## src/rtl/crrs_pkg.sv

```systemverilog
// Shared types and constants of the RRIP/SHiP replacement policy block.
`default_nettype none

package crrs_pkg;

    localparam int SET_IN_W  = 11;
    localparam int WAY_IN_W  = 4;
    localparam int SIG_IN_W  = 6;
    localparam int RND_W     = 5;
    localparam int WAY_OUT_W = 4;
    localparam int AGE_W     = 2;
    localparam int CTR_W     = 2;
    localparam int Q_DEPTH   = 2;

    typedef logic [AGE_W-1:0] age_t;
    typedef logic [CTR_W-1:0] ctr_t;

    localparam age_t AGE_HIT  = 2'd0;
    localparam age_t AGE_LONG = 2'd2;
    localparam age_t AGE_MAX  = 2'd3;

    localparam ctr_t REUSE_INIT = 2'd1;
    localparam ctr_t REUSE_MAX  = 2'd3;
    localparam ctr_t REUSE_DEAD = 2'd0;

    typedef enum logic [1:0] {
        LEAD_NONE,
        LEAD_SRRIP,
        LEAD_BRRIP
    } lead_kind_t;

    typedef enum logic [1:0] {
        ST_CLEAR,
        ST_READ,
        ST_WRITE
    } back_state_t;

    typedef struct packed {
        logic full;
        logic empty;
    } q_stat_t;

endpackage

`default_nettype wire

```

## src/rtl/crrs_fifo.sv

```systemverilog
// Short queue that decouples the front end from the back end.
`default_nettype none

module crrs_fifo #(
    parameter int WIDTH = 32
) (
    input  logic               clk,
    input  logic               rst_n,
    input  logic               push,
    input  logic [WIDTH-1:0]   push_data,
    input  logic               pop,
    output logic [WIDTH-1:0]   pop_data,
    output crrs_pkg::q_stat_t  qstat
);
    import crrs_pkg::*;

    localparam int PTR_W = $clog2(Q_DEPTH);
    localparam int CNT_W = $clog2(Q_DEPTH + 1);

    logic [WIDTH-1:0] slot_reg [Q_DEPTH];
    logic [PTR_W-1:0] wr_ptr_reg, wr_ptr_next;
    logic [PTR_W-1:0] rd_ptr_reg, rd_ptr_next;
    logic [CNT_W-1:0] count_reg, count_next;

    always_comb
    begin
        wr_ptr_next = wr_ptr_reg;
        rd_ptr_next = rd_ptr_reg;
        count_next  = count_reg;
        if (push)
        begin
            wr_ptr_next = (wr_ptr_reg == PTR_W'(Q_DEPTH - 1)) ? '0 : wr_ptr_reg + 1'b1;
        end
        if (pop)
        begin
            rd_ptr_next = (rd_ptr_reg == PTR_W'(Q_DEPTH - 1)) ? '0 : rd_ptr_reg + 1'b1;
        end
        if (push && !pop)
        begin
            count_next = count_reg + 1'b1;
        end
        else if (pop && !push)
        begin
            count_next = count_reg - 1'b1;
        end
    end

    always_ff @(posedge clk or negedge rst_n)
    begin
        if (!rst_n)
        begin
            wr_ptr_reg <= '0;
            rd_ptr_reg <= '0;
            count_reg  <= '0;
        end
        else
        begin
            wr_ptr_reg <= wr_ptr_next;
            rd_ptr_reg <= rd_ptr_next;
            count_reg  <= count_next;
        end
    end

    always_ff @(posedge clk)
    begin
        if (push)
        begin
            slot_reg[wr_ptr_reg] <= push_data;
        end
    end

    assign pop_data    = slot_reg[rd_ptr_reg];
    assign qstat.full  = (count_reg == CNT_W'(Q_DEPTH));
    assign qstat.empty = (count_reg == '0);

`ifndef SYNTH
    a_count_bound: assert property (@(posedge clk) disable iff (!rst_n)
        count_reg <= CNT_W'(Q_DEPTH))
        else $error("queue count exceeds its depth");

    a_no_overflow: assert property (@(posedge clk) disable iff (!rst_n)
        push && !pop |-> count_reg != CNT_W'(Q_DEPTH))
        else $error("transfer into a full queue");

    a_no_underflow: assert property (@(posedge clk) disable iff (!rst_n)
        pop |-> count_reg != '0 && rd_ptr_reg == $past(rd_ptr_next))
        else $error("pop from an empty queue");
`endif

endmodule

`default_nettype wire

```

## config.mk

```make
export PLATFORM = sky130hd
export DESIGN_NAME = crrs_fifo
export DESIGN_NICKNAME = d
export VERILOG_FILES = /design/src/rtl/crrs_pkg.sv /design/src/rtl/crrs_fifo.sv
export SDC_FILE = /design/constraint.sdc
export NUM_CORES = 1
export LEC_CHECK = 0
export BUFFER_PORTS_ARGS = -buffer_cell sky130_fd_sc_hd__buf_2
export CAP_MARGIN = 20
export CORE_MARGIN = 2
export CORE_UTILIZATION = 47
export DETAILED_ROUTE_END_ITERATION = 8
export MAX_ROUTING_LAYER = met4
export PLACE_DENSITY_LB_ADDON = 0.08
export SYNTH_ARGS = -nofsm -noshare
export SYNTH_HDL_FRONTEND = slang
export SYNTH_SLANG_ARGS = --single-unit
```

## constraint.sdc

```tcl
create_clock -name clk -period 2.3 [get_ports clk]
set_input_delay 0 -clock clk [delete_from_list [all_inputs] [get_ports clk]]
set_output_delay 0 -clock clk [all_outputs]
set_load 0.05 [all_outputs]
```

==> impl_metrics.tcl <==
set metrics [dict create \
    status "complete, no violations" \
    stdcell_count 310 \
    cap_violations 0 \
    power_mw 4.74 \
    syn_area_per_cell_um2 22.8 \
    via_per_inst 4.57 \
    firstDrtPassIters 3 \
    ant_nets 0 \
    n_antenna_cell 0 \
    hp-class "input port to register" \
    detail_route.iter0.violations 68 \
    hold_slack_ps 392 \
    cts_htree_levels 3 \
    syn_nets 153 \
    post_cts_buffers 0 \
    slew-limit-headroom_pct 69.0 \
    syn_inst 116 \
    synth_area_mm2 0.00265 \
    die-height_um 79.1 \
    fin_crit_ps 1810 \
    leakage_nw 1.49 \
    numClockSinks 68 \
    final_cell_mix "69 x buf_2, 64 x edfxtp_1, 37 x dlygate4sd3_1" \
    insertion_delay_ps 320 \
    routed-via-count 1417 \
    fin_tns_setup_ps 0 \
    track_usage_pct 15.5 \
    core-area_mm2 0.00547 \
    grt_pass1_wl_um 6870 \
    grt_pass1_vias 1486 \
    critPathRequiredTime_ps 2300 \
    cts_root_buffer "clkbuf_8" \
    antenna_found_initial 0 \
    clk_pin_slew_ps 60 \
    cp.arrival_ps 1810 \
    crit_type "register to output port" \
    std_cell_rows 27 \
    start_kind "register" \
    ys_warn_count 0 \
    cts_tree "done" \
    initial_core_util_pct 48.4 \
    clock_skew_ps 3.59 \
    ir_worst_vdd_v 0.000807 \
    cpPeakStageDelay_ps 660 \
    ys_seq_elements 68 \
    cp-end-kind "output port" \
    drive_above_1_share_pct 50.4 \
    portBuffers 69 \
    crit_slowest_cell "dfrtp_2" \
    path_cells "buf_12 -> mux2_2 -> buf_2" \
    clk_path_buf_depth 2 \
    setup-violations-final 0 \
    drv_slew 0 \
    rsz0062_at_grt "false" \
    period_share_pct 78.6 \
    totalWireLength_um 4570 \
    grt_max_degree 21 \
    synth_cell_types 13 \
    finalInstanceArea_mm2 0.00362 \
    layout_commonest_cell "buf_2" \
    nNetsFinal 270 \
    power_density_mw_per_mm2 1310 \
    r2r_slack_ps 750 \
    place_area_mm2 0.00306 \
    dp.cells 257 \
    max_freq_mhz 553 \
    pin_count 70 \
    cts_made_buffers 9 \
    tightest_slew_ps 465 \
    path_max_fanout 20 \
    fp.dieW_um 79.1 \
    multi_input_area_um2 559 \
    grt_overflow_total 0 \
    ff_latch_area_mm2 0.00202 \
    drc_errors 0 \
    finalWeightedCongestion 0.641 \
    syn_to_final_growth_pct 36.6 \
    wl_per_cell_um 14.8 \
    ys_seq_area_share_pct 76.3 \
    hpwl_um 2840 \
    die_area_mm2 0.00625 \
    largest_reg_flops 64 \
    final-hold-violation-count 0 \
    fillCellCount 405 \
]
repair_timing:
action	4_1_cts	5_1_grt
hold endpoints to repair	70	0
resized for setup	0	0
hold buffers	37	0
final timing paths:
kind                          startpoint               to  cells past startpoint
max in group asynchronous          rst_n       rd_ptr_reg                      4
hold reg to reg             count_reg[1]     count_reg[1]                      1
min in group asynchronous          rst_n     count_reg[1]                      3
hold / removal             push_data[14]  slot_reg[0][14]                      2
setup / recovery              rd_ptr_reg     pop_data[20]                      3
setup reg to reg              wr_ptr_reg  slot_reg[0][20]                      2
final cells by class:
| cell class | instances | share of cell area, % |
|---|---|---|
| timing repair buffer | 110 | 21.0 |
| inverter | 1 | 0.104 |
| clock inverter | 6 | 1.52 |
| clock buffer | 10 | 3.53 |
| tap | 72 | 2.49 |
| multi-input combinational | 43 | 15.5 |
| sequential | 68 | 55.9 |
routing by layer:
metal / part of all wire, % / wire length, µm / global-route usage (%)
met2: 51 / 2320 / 26.9
met5: 0 / 0 / -
met4: 1.4 / 64 / 7.76
met3: 5.2 / 236 / 3.75
met1: 43 / 1950 / 16.7
cells in the mapped netlist, drive strengths merged:
| cell type | count | share of area (%) |
|---|---|---|
| and2 | 1 | 0.24 |
| buf | 4 | 2.7 |
| dfrtp | 4 | 3.8 |
| edfxtp | 64 | 73 |
| ha | 1 | 0.47 |
| inv | 1 | 0.14 |
| mux2 | 32 | 18 |
| nor2 | 2 | 0.28 |
| nor2b | 2 | 0.47 |
| xnor2 | 1 | 0.33 |
| xor2 | 4 | 1.3 |
critical path: cells and delay by family, from the launching register on:
kind / cells / cell delay (ps)
multiplexers: 1 / 350
buffers and inverters: 2 / 470
flip-flops: 1 / 660
stage by stage:
| stage | worst slack (ps) | utilization (%) |
|---|---|---|
| after global placement | 837 | 56.0 |
| after CTS | 452 | 66.1 |
| after floorplan | 33.4 | - |
| final | 493 | 66.1 |
| after detailed placement | 760 | 56.0 |
| after global routing | 412 | 66.1 |
logic make-up after synthesis:
group | count (synthesis) | synth area share [%]
xor+xnor | 5 | 1.65
fa+ha+maj | 1 | 0.472
buf+inv | 5 | 2.83
flops | 68 | 76.3
mux | 32 | 17.7
simple gates | 5 | 0.992
power by group:
part | total (mW) | switching [mW] | internal, mW
logic | 2.04 | 1.33 | 0.706
registers | 1.81 | 0.155 | 1.65
clock network | 0.896 | 0.406 | 0.489
Power figures use the tool's default switching activity.
